**src/rtl/dpfifo_pkg.sv**
```systemverilog
`timescale 1ns / 1ps
package dpfifo_pkg;

    localparam int SRC_W   = 20;
    localparam int DST_W   = 20;
    localparam int TS_W    = 30;
    localparam int OP_W    = 2;
    localparam int CAP_W   = 9;
    localparam int WCNT_W  = 9;

    localparam int DEPTH_DEF = 256;
    localparam logic [CAP_W-1:0] CAP_RESET = 9'd256;

    typedef enum logic [OP_W-1:0] {
        OP_ADD   = 2'd0,
        OP_FWD   = 2'd1,
        OP_COUNT = 2'd2
    } t_opcode;

    typedef struct packed {
        logic [OP_W-1:0]  opcode;
        logic [SRC_W-1:0] source;
        logic [DST_W-1:0] destination;
        logic [TS_W-1:0]  timestamp;
        logic [TS_W-1:0]  start_time;
        logic [TS_W-1:0]  end_time;
    } t_in_item;

    typedef struct packed {
        logic              accepted;
        logic              packet_valid;
        logic [SRC_W-1:0]  out_source;
        logic [DST_W-1:0]  out_destination;
        logic [TS_W-1:0]   out_timestamp;
        logic [WCNT_W-1:0] window_count;
    } t_out_item;

    typedef struct packed {
        logic [SRC_W-1:0] source;
        logic [DST_W-1:0] destination;
        logic [TS_W-1:0]  timestamp;
    } t_entry;

    localparam int ENTRY_W = $bits(t_entry);

    typedef struct packed {
        logic clear;
        logic cmp_en;
        logic mode_add;
    } t_scan_ctl;

    typedef enum logic [2:0] {
        ST_IDLE,
        ST_SCAN,
        ST_FWD_RD,
        ST_DECIDE,
        ST_RESULT
    } t_state;

endpackage

```
**src/rtl/dpfifo_scan.sv**
```systemverilog
`timescale 1ns / 1ps
module dpfifo_scan #(
    parameter int DEPTH = dpfifo_pkg::DEPTH_DEF
) (
    input  logic                       i_clk,
    input  logic                       i_rst_n,
    input  dpfifo_pkg::t_scan_ctl      i_ctl,
    input  dpfifo_pkg::t_in_item       i_key,
    input  dpfifo_pkg::t_entry         i_entry,
    output logic                       o_dup,
    output logic [$clog2(DEPTH+1)-1:0] o_count
);
    import dpfifo_pkg::*;

    localparam int OCC_W = $clog2(DEPTH+1);

    logic             r_dup;
    logic             n_dup;
    logic [OCC_W-1:0] r_count;
    logic [OCC_W-1:0] n_count;
    logic             dst_eq;
    logic             hit_add;
    logic             hit_cnt;

    // One comparator set, shared by the duplicate check and the window count.
    always_comb begin
        dst_eq  = (i_entry.destination == i_key.destination);
        hit_add = dst_eq && (i_entry.source == i_key.source)
                  && (i_entry.timestamp == i_key.timestamp);
        hit_cnt = dst_eq && (i_entry.timestamp >= i_key.start_time)
                  && (i_entry.timestamp <= i_key.end_time);
    end

    always_comb begin
        n_dup   = r_dup;
        n_count = r_count;
        if (i_ctl.clear) begin
            n_dup   = 1'b0;
            n_count = '0;
        end else if (i_ctl.cmp_en) begin
            if (i_ctl.mode_add) begin
                n_dup = r_dup | hit_add;
            end else if (hit_cnt) begin
                n_count = r_count + 1'b1;
            end
        end
    end

    always_ff @(posedge i_clk) begin
        if (!i_rst_n) begin
            r_dup   <= 1'b0;
            r_count <= '0;
        end else begin
            r_dup   <= n_dup;
            r_count <= n_count;
        end
    end

    assign o_dup   = r_dup;
    assign o_count = r_count;
endmodule

```
**config.mk**
```make
export PLATFORM = sky130hd
export DESIGN_NAME = dpfifo_scan
export DESIGN_NICKNAME = d
export VERILOG_FILES = /design/src/rtl/dpfifo_pkg.sv /design/src/rtl/dpfifo_scan.sv
export SDC_FILE = /design/constraint.sdc
export NUM_CORES = 1
export LEC_CHECK = 0
export ABC_AREA = 0
export BUFFER_PORTS_ARGS = -buffer_cell sky130_fd_sc_hd__buf_2
export CAP_MARGIN = 0
export CORE_MARGIN = 5
export CORE_UTILIZATION = 42
export CTS_BUF_LIST = sky130_fd_sc_hd__clkbuf_2
export DETAILED_ROUTE_END_ITERATION = 16
export HOLD_SLACK_MARGIN = 0.02
export PLACE_DENSITY = 0.84
export SYNTH_ARGS = -nofsm -noshare
export SYNTH_HDL_FRONTEND = slang
export SYNTH_SLANG_ARGS = --single-unit
```
**constraint.sdc**
```tcl
create_clock -name i_clk -period 2.4 [get_ports i_clk]
set_input_delay 0.36 -clock i_clk [delete_from_list [all_inputs] [get_ports i_clk]]
set_output_delay 0.36 -clock i_clk [all_outputs]
set_load 0.02 [all_outputs]
```
==> flow_summary.ini <==
[run_status]
outcome = completed

[timing]
fmax_mhz = 457
finalMaxSlewViolations = 0
slew_headroom = 0.697
finalHoldViolations = 0
setup_viol = 0
finalCriticalPeriod_ns = 2.19
max_slew.worst_pin.slew_ns = 0.454
min_period_over_period = 0.911
rsz0062_at_grt = no
finalClockSkew_ns = 0.00724
hold_ws_ns = 0.468

[global_routing]
antenna_found_initial = 0
grt_pass1_vias = 3747
grt_usage = 0.229
overflow = 0
grt_max_degree = 19
grt_pass1_wl_mm = 16.0

[worst_setup_path]
r2r_cells = 5
cp.arrival_ns = 2.33
critPathRequiredTime_ns = 2.54
start_kind = input port
path_max_fanout = 9
crit_type = in2reg
end_kind = register

[drt]
routed_wl_mm = 10.1
viasPerCell = 5.21
wl_per_cell_um = 15.1
drtIter0Drc = 78
via_count = 3506
drt.antenna.violating_nets = 0
drc_errors = 0
first_pass_iters = 4

[synthesis]
ys_seq_area_frac = 0.0709
syn_nets = 638
synth.avg_cell_area_um2 = 7.64
syn_area_mm2 = 0.00283
ys_ff_latch = 10
synth_simple_gate_area_frac = 0.198
synth_top_family_by_area = adder cells
yosys_warnings = 0
synth_mux_area_frac = 0.0283
ys_types = 36
synth-adder-area-share = 0.270
syn_inst = 370
synth_xor_area_frac = 0.214
synth_compound_area_frac = 0.131

[pwr]
powerDensity_mw_per_mm2 = 204
irDropWorstVdd_uv = 188
power.leakage_nw = 2.37

[cells_and_area]
layout_commonest_cell = buf_2
multi_input_area_mm2 = 0.00238
fillCellCount = 623
syn_to_final_growth_pct = 44.4
drive_gt1_frac = 0.393
nets = 865
diodes = 0
final_cell_area_mm2 = 0.00408
most-common-layout-cells = 214 x buf_2, 64 x inv_1, 61 x ha_1
seq_area_um2 = 200

[place]
place.gp.congestion = 0.930
dpl_cell_area_mm2 = 0.00406
io_buffers = 214
hpwl_mm = 9.48

[floorplan]
dieWidth_um = 92.0
start_util = 0.437
die_area_mm2 = 0.00847
pin_count = 217
fp.coreArea_mm2 = 0.00646
row_count = 29
die_y_um = 92.0

[clock_tree]
post_cts_resized = 0
clockRootBuffer = clkbuf_2
htree_levels = 1
clockBufferDepth = 2
path_clk_slew_ns = 0.10
clk_latency_ns = 0.25
cts_inserted_buffers = 3
tritoncts = done
cts_num_sinks = 10
hold_buffers = 0
post-cts-setup-buffers = 0

[worst_hold_path]
hold_class = reg2reg
whs_path_depth = 2

[run]
drv_cap = 0
## Yosys cell counts
cell type | count | area share
nand3_1 | 14 | 0.025
nand4_1 | 23 | 0.051
a21boi_0 | 1 | 0.0027
o31ai_1 | 1 | 0.0027
nor3_1 | 4 | 0.0071
nor3_4 | 1 | 0.0058
nor4_1 | 12 | 0.027
clkbuf_1 | 2 | 0.0027
nor2b_1 | 3 | 0.0066
mux2i_1 | 8 | 0.028
inv_1 | 64 | 0.085
a21o_1 | 10 | 0.027
or4_1 | 1 | 0.0027
a31o_2 | 1 | 0.0031
dfxtp_1 | 10 | 0.071
nand3b_1 | 1 | 0.0027
xnor2_1 | 34 | 0.11
ha_1 | 61 | 0.27
nor2_1 | 4 | 0.0053
nor4_2 | 2 | 0.0089
o211ai_1 | 1 | 0.0027
nand4_2 | 1 | 0.0044
a311oi_1 | 1 | 0.0031
and3_1 | 3 | 0.0066
nand2b_1 | 6 | 0.013
nand2_2 | 1 | 0.0022
o21ai_0 | 8 | 0.014
xor2_1 | 35 | 0.11
nand2_1 | 23 | 0.031
a32oi_4 | 1 | 0.0097
a221oi_1 | 1 | 0.0031
a21oi_1 | 26 | 0.046
a22oi_1 | 1 | 0.0027
a21boi_1 | 2 | 0.0053
a311o_1 | 1 | 0.0035
o21bai_1 | 2 | 0.0053
## cell type report
cell class                      instances  area share
Sequential cell                        10      0.0491
Clock inverter                          1    0.000920
Inverter                               64      0.0589
Multi-Input combinational cell        294       0.583
Tap cell                               77      0.0236
Clock buffer                            3     0.00368
Timing Repair Buffer                  224       0.281
## metrics by stage
step,setup WS [ns],std cells,TNS [ns],util,power [mW]
after floorplan,0.345,370,0,-,0.458
after global placement,-0.0476,669,-0.256,0.629,0.718
after detailed placement,-0.0592,669,-0.379,0.629,0.742
after CTS,0.217,673,0,0.632,0.837
after global routing,0.0958,673,0,0.632,0.914
final,0.213,673,0,0.632,0.831
## sequential cells by signal, indices dropped and copies added, names as in the netlist
name	count
o_dup	1
o_count	9
## final timing paths
kind | start | end | slack (ns)
setup / recovery | i_entry[9] | o_count[3] | 0.21
setup reg to reg | o_count[0] | o_count[8] | 1.07
hold / removal | o_dup | o_dup | 0.47
hold reg to reg | o_dup | o_dup | 0.47
## worst max-delay path, cell delays in order
cell	delay (ns)
buf_2	0.12
ha_1	0.32
nand4_1	0.14
nor4_1	0.32
buf_4	0.16
a21oi_1	0.05
a21boi_1	0.16
a32oi_4	0.40
nand3_1	0.15
mux2i_1	0.15
## power breakdown
group,switching [mW],internal (mW),total (mW),leakage [nW]
logic,0.276,0.296,0.572,2.28
registers,0.00000000272,0.166,0.166,0.0805
clock network,0.0571,0.0362,0.0933,0.0140
total,0.333,0.498,0.831,2.37
## metal layers
layer,GRT usage,routed length [um]
met1,0.230,3480
met2,0.452,5280
met3,0.0524,1050
met4,0.0916,324
met5,0,0
## cells by family (layout without fill, tap and decap cells)
group	Yosys count	in the layout
xor gates and xnor gates	69	69
DFF	10	10
and+or+nand+nor	99	99
adders and majority gates	61	61
buffers and inverters	66	292
muxes	8	8
AOI/OAI and AO/OA	57	57
Power figures use the tool's default switching activity.
