[config.mk]
export PLATFORM = sky130hd
export DESIGN_NAME = dpfifo_ram
export DESIGN_NICKNAME = d
export VERILOG_FILES = /design/src/rtl/dpfifo_ram.sv
export SDC_FILE = /design/constraint.sdc
export NUM_CORES = 1
export LEC_CHECK = 0
export ABC_AREA = 1
export ABC_CLOCK_PERIOD_IN_PS = 2400
export BUFFER_PORTS_ARGS = -buffer_cell sky130_fd_sc_hd__buf_2
export CAP_MARGIN = 40
export CORE_ASPECT_RATIO = 1.2
export CORE_MARGIN = 10
export CORE_UTILIZATION = 32
export DETAILED_ROUTE_END_ITERATION = 16
export GPL_TIMING_DRIVEN = 1
export PLACE_DENSITY_LB_ADDON = 0.08
export SLEW_MARGIN = 0
export SYNTH_ARGS = -nofsm -noshare
export SYNTH_HDL_FRONTEND = slang
export SYNTH_SLANG_ARGS = --single-unit
export TNS_END_PERCENT = 20
[constraint.sdc]
create_clock -name i_clk -period 2.4 [get_ports i_clk]
set_input_delay 0.12 -clock i_clk [delete_from_list [all_inputs] [get_ports i_clk]]
set_output_delay 0.12 -clock i_clk [all_outputs]
set_load 0.02 [all_outputs]
[src/rtl/dpfifo_ram.sv]
`timescale 1ns / 1ps
module dpfifo_ram #(
    parameter int WIDTH = 8,
    parameter int DEPTH = 2
) (
    input  logic                     i_clk,
    input  logic                     i_wr_en,
    input  logic [$clog2(DEPTH)-1:0] i_wr_addr,
    input  logic [WIDTH-1:0]         i_wr_data,
    input  logic                     i_rd_en,
    input  logic [$clog2(DEPTH)-1:0] i_rd_addr,
    output logic [WIDTH-1:0]         o_rd_data
);
    logic [WIDTH-1:0] r_mem [DEPTH];
    logic [WIDTH-1:0] r_rd_data;

    always_ff @(posedge i_clk) begin
        if (i_wr_en) begin
            r_mem[i_wr_addr] <= i_wr_data;
        end
        if (i_rd_en) begin
            r_rd_data <= r_mem[i_rd_addr];
        end
    end

    assign o_rd_data = r_rd_data;
endmodule

==> results of run 1 <==
## worst max-delay path by stage
stage                               to  depth (start not counted)
after floorplan            r_mem[0][0]                          2
after global placement     r_mem[0][1]                          2
after CTS                 o_rd_data[6]                          1
after detailed placement   r_mem[0][1]                          2
final                     o_rd_data[6]                          1
after global routing      o_rd_data[2]                          1
## cell type report
type                    count  area (um^2)  area share
flip-flops and latches     24          721       0.671
multi-input cells          26         97.6      0.0909
clock buffers               3         22.5      0.0210
repair buffers             28          180       0.168
well taps                  33         41.3      0.0385
inverters                   3         11.3      0.0105
## flip-flops by register name (all words and copies together) (netlist names)
| signal | cells |
|---|---|
| o_rd_data | 8 |
| r_mem | 16 |
## per-stage QoR
stage	worst slack [ns]	area (um^2)	hold WS, ns
floorplan	1.52	841	0.219
global placement	1.29	971	0.310
finish	1.43	1070	0.133
detailed placement	1.27	971	0.311
global route	1.38	1070	0.133
CTS	1.43	1030	0.00132
## report_power, final
part	total, uW	switching [uW]	internal [uW]
clock	170	112	58.6
sequential	500	5.49	494
combinational	67.3	39.6	27.6
total	737	157	580
## cell families after synthesis
group	Yosys count
buffers and inverters	4
DFF	24
and+or+nand+nor	26
## routing by layer
metal / part of all wire / routed length [um]
met1: 0.42 / 562
met2: 0.48 / 631
met3: 0.085 / 113
met4: 0.015 / 20
met5: 0 / 0
## cell usage in the layout (no fill, tap or decap)
| cell | n |
|---|---|
| sky130_fd_sc_hd__buf_2 | 20 |
| sky130_fd_sc_hd__clkbuf_4 | 3 |
| sky130_fd_sc_hd__dlygate4sd3_1 | 8 |
| sky130_fd_sc_hd__edfxtp_1 | 24 |
| sky130_fd_sc_hd__inv_1 | 2 |
| sky130_fd_sc_hd__inv_2 | 1 |
| sky130_fd_sc_hd__nand2_1 | 25 |
| sky130_fd_sc_hd__nor2_1 | 1 |
==> results.py, run 1 <==
metrics = {
    "global_route": {
        "global_route.peak_usage_layer": "met2",
        "antenna_found_initial": 0,
        "groute.layer.met3.usage": 0.0294,
        "grt_use_met2": 0.0894,
        "groute.usage.overall": 0.0576,
        "overflow": 0,
        "pin_count_of_the_biggest_net_entering_global_routing": 13,
        "global_route_wire_length_before_repair_um": 2220,
        "grtUsageMet1": 0.0577,
        "first_global_vias": 505,
    },
    "floorplanning": {
        "die_h_um": 76.2,
        "die_area_um2": 5090,
        "die_width_um": 66.8,
        "io_pins": 21,
        "floorplan.core_area_um2": 2530,
        "fp-row-count": 20,
        "start_util": 0.333,
    },
    "synthesis": {
        "yosysWarnings": 0,
        "largest_family_of_logic_cells_by_synthesized_area": "simple AND/OR/NAND/NOR gates",
        "post_synth_inst_count": 54,
        "synth.mux.area_fraction": 0,
        "synth_top_area_share": 0.857,
        "synthesis.nets": 67,
        "synth_xor_area_frac": 0,
        "synth_flop_cell": "sky130_fd_sc_hd__edfxtp_1",
        "netlist_area_um2": 841,
        "synth_compound_area_frac": 0,
        "total_of_flip_flops_plus_latches_after_synthesis": 24,
        "yosysMostFrequentCell": "sky130_fd_sc_hd__nand2_1",
        "post_synth_fa_ha_maj_area_fraction": 0,
        "synth_async_sr_flop_share": 0,
        "synth-edff-count": 24,
        "synthDistinctLibCells": 6,
        "yosysSeqAreaShare": 0.857,
        "synth_area_leader_cell": "sky130_fd_sc_hd__edfxtp_1",
        "post_synth_and_or_nand_nor_area_fraction": 0.116,
        "synth.top_cells.by_area": "sky130_fd_sc_hd__edfxtp_1, sky130_fd_sc_hd__nand2_1, sky130_fd_sc_hd__buf_6, sky130_fd_sc_hd__inv_1, sky130_fd_sc_hd__inv_2",
        "post_synth.cell_area_avg_um2": 15.6,
        "synth_top_cells_by_count": "sky130_fd_sc_hd__nand2_1, sky130_fd_sc_hd__edfxtp_1, sky130_fd_sc_hd__inv_1",
    },
    "setup_path": {
        "timing.critical_path.required_ns": 2.28,
        "startpoint": "o_rd_data[6]",
        "critical_path_s_largest_stage_delay_ns": 0.38,
        "reg2reg_depth": 2,
        "end_kind": "output pin",
        "critPathTopFamily": "flip-flops",
        "timing.critical_path.slowest_stage_cell": "sky130_fd_sc_hd__edfxtp_1",
        "regToRegSetupSlack_ns": 1.66,
        "cp_data_arrival_time_ns": 0.85,
        "cp_cell_sequence": "buf_2",
        "crit_path_start_kind": "flip-flop",
        "cp_max_fo": 1,
        "worstReg2RegStart": "r_mem[0][2]",
        "critical_path.reg2reg.endpoint": "o_rd_data[2]",
        "setup.worst_path.class": "reg2out",
        "critical_path_buf_inv_count": 1,
    },
    "sta": {
        "maxSlewViolCount": 0,
        "setup-violations-final": 0,
        "hold_viol_final": 0,
        "final.min_clock_period_ns": 0.969,
        "rsz0062_at_grt": "false",
        "timing.max_slew.rel_slack": 0.572,
        "finalSetupTns_ns": 0,
        "max_freq_ghz": 1.03,
        "post-route-period-util": 0.404,
        "finalClockSkew_ns": 0.000700,
        "worst_slew_pin_tran_ns": 0.640,
    },
    "hold_path": {
        "hold_path_startpoint": "i_rd_en",
        "min_to": "o_rd_data[0]",
        "worst_min_delay_path_class": "in2reg",
        "min_path_cells": 1,
    },
    "clock_tree": {
        "clk_pin_slew_ns": 0.13,
        "worstSkewPairLatency_ns": 0.31,
        "cts_resized": 0,
        "cts-htree-levels": 1,
        "post_cts.repair.setup_buffers": 0,
        "tritoncts_num_sinks": 24,
        "holdBufCountCts": 4,
        "cts-root-buf": "sky130_fd_sc_hd__clkbuf_4",
        "cts_tree": "done",
        "tritoncts.num_buffers": 3,
        "ctsLongestPathBuffers": 2,
    },
    "detailed_routing": {
        "drt_iter0_markers": 18,
        "drtAntennaViolNets": 0,
        "num_vias": 459,
        "routed_via_density": 3.92,
        "drt-total-wl_um": 1330,
        "dr.pass1.iters": 2,
        "detail_route.drc_violations": 0,
        "average_routed_wire_per_standard_cell_um": 11.4,
    },
    "final_layout": {
        "fillers": 249,
        "antenna-diode-count": 0,
        "finish.net_count": 99,
        "fin_cells": 117,
        "layout-area-overhead-vs-synth_pct": 27.7,
        "layout-drive-gt1-share": 0.286,
        "layout.core_utilization": 0.425,
    },
    "status": {
        "outcome": "complete, no violations",
    },
    "power": {
        "powerDensity_nw_per_um2": 687,
        "peakVddDrop_uv": 345,
        "fin_total_pwr_uw": 737,
        "static-leakage-power_uw": 0.000448,
    },
    "run": {
        "max_cap_viol_count": 0,
    },
    "placement": {
        "place.port_buffers": 20,
        "placed_cells": 106,
        "routabilityCongestion": 0.675,
    },
}
Power figures use the tool's default switching activity.
==> run 2, diff against run 1 <==
ABC_CLOCK_PERIOD_IN_PS = 900   (was 2400)
clock period = 0.9 ns   (was 2.4 ns; I/O delays follow)
==> results.py, run 2 (synthesis results as in run 1) <==
metrics = {
    "status": {
        "outcome": "complete, but fails checks",
        "violations_in_the_final_reports": "negative setup slack",
    },
    "setup_path": {
        "timing.critical_path.required_ns": 0.85,
        "setup.worst_path.class": "reg2out",
        "cp_cell_sequence": "buf_6",
        "cp_data_arrival_time_ns": 0.86,
        "cp_max_fo": 1,
        "worstReg2RegStart": "r_mem[0][2]",
        "critical_path_s_largest_stage_delay_ns": 0.40,
        "reg2reg_depth": 2,
        "end_kind": "output pin",
        "regToRegSetupSlack_ns": 0.16,
        "crit_path_start_kind": "flip-flop",
        "critPathTopFamily": "flip-flops",
        "critical_path.reg2reg.endpoint": "o_rd_data[2]",
        "critical_path_buf_inv_count": 1,
        "timing.critical_path.slowest_stage_cell": "sky130_fd_sc_hd__edfxtp_1",
    },
    "sta": {
        "maxSlewViolCount": 0,
        "max_freq_ghz": 1.11,
        "rsz0062_at_grt": "true",
        "timing.max_slew.rel_slack": 0.784,
        "final.min_clock_period_ns": 0.902,
        "hold_viol_final": 0,
        "worst_slew_pin_tran_ns": 0.324,
        "finalWorstSetupSlack_ns": -0.00206,
        "setup-violations-final": 1,
        "finalSetupTns_ns": -0.00206,
        "post-route-period-util": 1.00,
        "finalClockSkew_ns": 0.00808,
    },
    "placement": {
        "place.port_buffers": 20,
        "routabilityCongestion": 0.668,
    },
    "power": {
        "powerDensity_nw_per_um2": 1810,
        "static-leakage-power_uw": 0.000459,
        "peakVddDrop_uv": 896,
    },
    "clock_tree": {
        "cts_tree": "done",
        "cts-root-buf": "sky130_fd_sc_hd__clkbuf_4",
        "tritoncts_num_sinks": 24,
        "ctsLongestPathBuffers": 2,
        "tritoncts.num_buffers": 3,
        "post_cts.repair.setup_buffers": 0,
        "cts-htree-levels": 1,
        "clk_pin_slew_ns": 0.13,
        "worstSkewPairLatency_ns": 0.31,
    },
    "global_route": {
        "antenna_found_initial": 0,
        "groute.usage.overall": 0.0613,
        "global_route_wire_length_before_repair_um": 2390,
        "first_global_vias": 511,
        "pin_count_of_the_biggest_net_entering_global_routing": 14,
        "overflow": 0,
    },
    "detailed_routing": {
        "average_routed_wire_per_standard_cell_um": 11.4,
        "num_vias": 464,
        "detail_route.drc_violations": 0,
        "drt_iter0_markers": 8,
        "drtAntennaViolNets": 0,
        "dr.pass1.iters": 2,
        "routed_via_density": 3.90,
        "drt-total-wl_um": 1360,
    },
    "final_layout": {
        "antenna-diode-count": 0,
        "finish.net_count": 100,
        "layout-drive-gt1-share": 0.291,
        "final_cell_mix": "sky130_fd_sc_hd__nand2_1, sky130_fd_sc_hd__edfxtp_1, sky130_fd_sc_hd__buf_2",
        "largest_register_ff_count": 16,
        "layout-area-overhead-vs-synth_pct": 30.5,
        "final_common_cell": "sky130_fd_sc_hd__nand2_1",
        "max_flop_register": "r_mem",
        "layout.core_utilization": 0.434,
    },
    "floorplanning": {
        "io_pins": 21,
        "floorplan.core_area_um2": 2530,
        "fp-row-count": 20,
        "start_util": 0.333,
        "die_area_um2": 5090,
        "die_width_um": 66.8,
        "die_h_um": 76.2,
    },
    "hold_path": {
        "hold_path_startpoint": "i_rd_en",
        "worst_min_delay_path_class": "in2reg",
        "min_path_cells": 1,
        "min_to": "o_rd_data[3]",
    },
    "run": {
        "max_cap_viol_count": 0,
    },
}
## run 2: through the flow
| stage | cell area (um^2) | setup slack, ns | power, uW | instances | hold WS [ns] |
|---|---|---|---|---|---|
| detailed placement | 978 | 0.132 | 1520 | 107 | 0.238 |
| floorplan | 841 | 0.0951 | 1450 | 54 | 0.144 |
| finish | 1100 | -0.00206 | 1990 | 119 | 0.0614 |
| CTS | 1080 | -0.0122 | 2000 | 119 | 0.0678 |
| global placement | 978 | 0.155 | 1520 | 107 | 0.237 |
| global route | 1100 | -0.0771 | 2100 | 119 | 0.0518 |
## run 2: worst max-delay path by stage
stage	startpoint	to	cells after the start
after floorplan	i_wr_en	r_mem[0][0]	2
after CTS	o_rd_data[6]	o_rd_data[6]	1
after global routing	o_rd_data[6]	o_rd_data[6]	1
after detailed placement	i_wr_addr	r_mem[1][1]	3
final	o_rd_data[6]	o_rd_data[6]	1
after global placement	i_wr_addr	r_mem[1][1]	3
## run 2: report_power, final
| part | switching [uW] | internal, uW |
|---|---|---|
| logic | 107 | 83.8 |
| registers | 16.6 | 1320 |
| clock network | 300 | 162 |
| total | 424 | 1560 |
## run 2: timing repair
action	4_1_cts	5_1_grt
endpoints found under the setup margin	4	8
hold endpoints to repair	16	0
resized for setup	0	4
hold buffers	8	0
cloned	0	0
## run 2: cell type report
type / instances / area [um^2]
inverter: 3 / 11.3
timing repair buffer: 29 / 200
tap: 33 / 41.3
clock buffer: 3 / 22.5
clock inverter: 1 / 3.75
multi-input combinational: 26 / 97.6
fill: 238 / 1430
sequential: 24 / 721
## run 2: metal layers
layer  vias up  wire length [um]  GRT usage  part of all wire
met5         -                 0          0                 0
met4         0                40     0.0441             0.029
met3         5               121     0.0265             0.089
met2        17               605     0.0932              0.44
met1       193               594     0.0646              0.44
li1        249                 -          -                 -
==> run 3, diff against run 2 <==
ABC_AREA = unset   (was 1)
==> results.py, run 3 <==
metrics = {
    "status": {
        "outcome": "complete, no violations",
    },
    "setup_path": {
        "cp_max_fo": 1,
        "reg2reg_depth": 1,
        "end_kind": "flip-flop",
        "cp_cell_sequence": "mux2_4",
        "timing.critical_path.required_ns": 0.97,
        "regToRegSetupSlack_ns": 0.001,
        "critical_path.reg2reg.endpoint": "o_rd_data[6]",
        "cp_data_arrival_time_ns": 0.96,
        "timing.critical_path.slowest_stage_cell": "sky130_fd_sc_hd__edfxtp_1",
        "critical_path_buf_inv_count": 0,
        "critPathTopFamily": "flip-flops",
        "crit_path_start_kind": "flip-flop",
        "setup.worst_path.class": "reg2reg",
        "worstReg2RegStart": "r_mem[1][6]",
        "critical_path_s_largest_stage_delay_ns": 0.40,
    },
    "final_layout": {
        "layout-area-overhead-vs-synth_pct": 32.3,
        "layout-drive-gt1-share": 0.493,
        "antenna-diode-count": 0,
        "max_flop_register": "r_mem",
        "layout.core_utilization": 0.448,
        "fillers": 232,
        "largest_register_ff_count": 16,
        "fin_cells": 100,
        "final_common_cell": "sky130_fd_sc_hd__edfxtp_1",
        "final_cell_mix": "sky130_fd_sc_hd__edfxtp_1, sky130_fd_sc_hd__buf_2, sky130_fd_sc_hd__mux2_4, sky130_fd_sc_hd__dlygate4sd3_1",
        "finish.net_count": 82,
    },
    "global_route": {
        "global_route_wire_length_before_repair_um": 2070,
        "groute.usage.overall": 0.0528,
        "first_global_vias": 460,
        "pin_count_of_the_biggest_net_entering_global_routing": 13,
        "antenna_found_initial": 0,
        "overflow": 0,
    },
    "synthesis": {
        "synth_xor_area_frac": 0,
        "synth_area_leader_cell": "sky130_fd_sc_hd__edfxtp_1",
        "yosysMostFrequentCell": "sky130_fd_sc_hd__edfxtp_1",
        "synth_top_cells_by_count": "sky130_fd_sc_hd__edfxtp_1, sky130_fd_sc_hd__mux2_4, sky130_fd_sc_hd__and2_1, sky130_fd_sc_hd__buf_6, sky130_fd_sc_hd__nor2b_1",
        "synth_flop_cell": "sky130_fd_sc_hd__edfxtp_1",
        "post_synth_fa_ha_maj_area_fraction": 0,
        "synth.mux.area_fraction": 0.139,
        "synth_async_sr_flop_share": 0,
        "post_synth_and_or_nand_nor_area_fraction": 0.0145,
        "yosysSeqAreaShare": 0.834,
        "synth_compound_area_frac": 0,
        "total_of_flip_flops_plus_latches_after_synthesis": 24,
        "synthesis.nets": 48,
        "synth.top_cells.by_area": "sky130_fd_sc_hd__edfxtp_1, sky130_fd_sc_hd__mux2_4, sky130_fd_sc_hd__buf_6, sky130_fd_sc_hd__and2_1, sky130_fd_sc_hd__nor2b_1",
        "netlist_area_um2": 865,
        "synth_top_area_share": 0.834,
        "largest_family_of_logic_cells_by_synthesized_area": "multiplexers",
        "synth-edff-count": 24,
        "post_synth.cell_area_avg_um2": 24.7,
        "synthDistinctLibCells": 5,
        "post_synth_inst_count": 35,
        "yosysWarnings": 0,
    },
    "detailed_routing": {
        "num_vias": 403,
        "drt_iter0_markers": 5,
        "average_routed_wire_per_standard_cell_um": 12.6,
        "drtAntennaViolNets": 0,
        "dr.pass1.iters": 3,
        "routed_via_density": 4.03,
        "detail_route.drc_violations": 0,
        "drt-total-wl_um": 1260,
    },
    "clock_tree": {
        "post_cts.repair.setup_buffers": 0,
        "ctsLongestPathBuffers": 2,
        "cts-root-buf": "sky130_fd_sc_hd__clkbuf_4",
        "tritoncts.num_buffers": 3,
        "worstSkewPairLatency_ns": 0.30,
        "cts-htree-levels": 1,
        "clk_pin_slew_ns": 0.12,
        "cts_tree": "done",
        "tritoncts_num_sinks": 24,
    },
    "placement": {
        "placed_cells": 89,
        "detailedPlace.worstSlack_ns": -0.00750,
        "routabilityCongestion": 0.610,
        "place.port_buffers": 20,
    },
    "sta": {
        "hold_viol_final": 0,
        "maxSlewViolCount": 0,
        "worst_hold_slack_ns": 0.0736,
        "max_freq_ghz": 1.11,
        "finalSetupTns_ns": 0,
        "setup-violations-final": 0,
        "finalWorstSetupSlack_ns": 0.00130,
        "rsz0062_at_grt": "true",
        "post-route-period-util": 0.999,
        "timing.max_slew.rel_slack": 0.821,
        "final.min_clock_period_ns": 0.899,
        "worst_slew_pin_tran_ns": 0.269,
        "finalClockSkew_ns": 0.000263,
    },
    "hold_path": {
        "min_path_cells": 1,
        "worst_min_delay_path_class": "in2reg",
        "hold_path_startpoint": "i_rd_en",
        "min_to": "o_rd_data[4]",
    },
    "floorplanning": {
        "fp-row-count": 20,
        "io_pins": 21,
        "die_h_um": 76.9,
        "floorplan.core_area_um2": 2550,
        "die_area_um2": 5190,
        "die_width_um": 67.5,
        "start_util": 0.339,
    },
    "power": {
        "peakVddDrop_uv": 917,
        "clock_power_frac": 0.219,
        "comb_power_share": 0.113,
        "power.share.switching": 0.199,
        "switchingPower_uw": 399,
        "fraction_of_power_consumed_by_sequential_logic": 0.668,
        "static-leakage-power_uw": 0.000445,
        "powerDensity_nw_per_um2": 1750,
        "p_int_uw": 1600,
    },
    "run": {
        "max_cap_viol_count": 0,
    },
}
[run 3: through the flow]
step | total power [uW] | instance area (um^2)
2_1_floorplan | 1470 | 865
3_3_place_gp | 1550 | 1020
3_5_place_dp | 1560 | 1020
4_1_cts | 2020 | 1130
5_1_grt | 2110 | 1140
6_report | 2000 | 1140
[run 3: kinds of logic after synthesis]
logic type	after synthesis
buffers and inverters	1
muxes	8
DFF	24
and+or+nand+nor	2
[run 3: final cells by class]
type	count	area, um^2	area share
clock buffers	3	22.5	0.0197
repair buffers	30	226	0.198
well taps	33	41.3	0.0361
multi-input cells	10	133	0.116
flip-flops and latches	24	721	0.630
[run 3: how the worst max path moves through the flow]
stage	start	end	depth (start not counted)
after detailed placement	i_rd_addr	o_rd_data[5]	2
after global routing	o_rd_data[0]	o_rd_data[0]	1
after floorplan	r_mem[0][0]	o_rd_data[0]	1
after global placement	i_rd_addr	o_rd_data[1]	2
after CTS	o_rd_data[1]	o_rd_data[1]	1
final	r_mem[1][6]	o_rd_data[6]	1
[run 3: power groups by stage]
stage / Combinational (uW) / Sequential, uW / Clock (uW)
finish: 227 / 1340 / 439
global route: 245 / 1350 / 518
CTS: 225 / 1340 / 459
detailed placement: 195 / 1360 / 0
global placement: 192 / 1360 / 0
floorplan: 76.4 / 1400 / 0
[run 3: repair_timing]
item	CTS	global route
gates resized for setup	2	4
endpoints found under the setup margin	4	12
hold endpoints to repair	16	0
hold buffers	8	0
[run 3: routing by layer]
metal / vias up / track usage / share of wire
met5: - / 0 / 0
met4: 0 / 0.0309 / 0.024
met3: 5 / 0.0320 / 0.12
li1: 201 / - / -
met2: 21 / 0.0789 / 0.41
met1: 176 / 0.0545 / 0.44
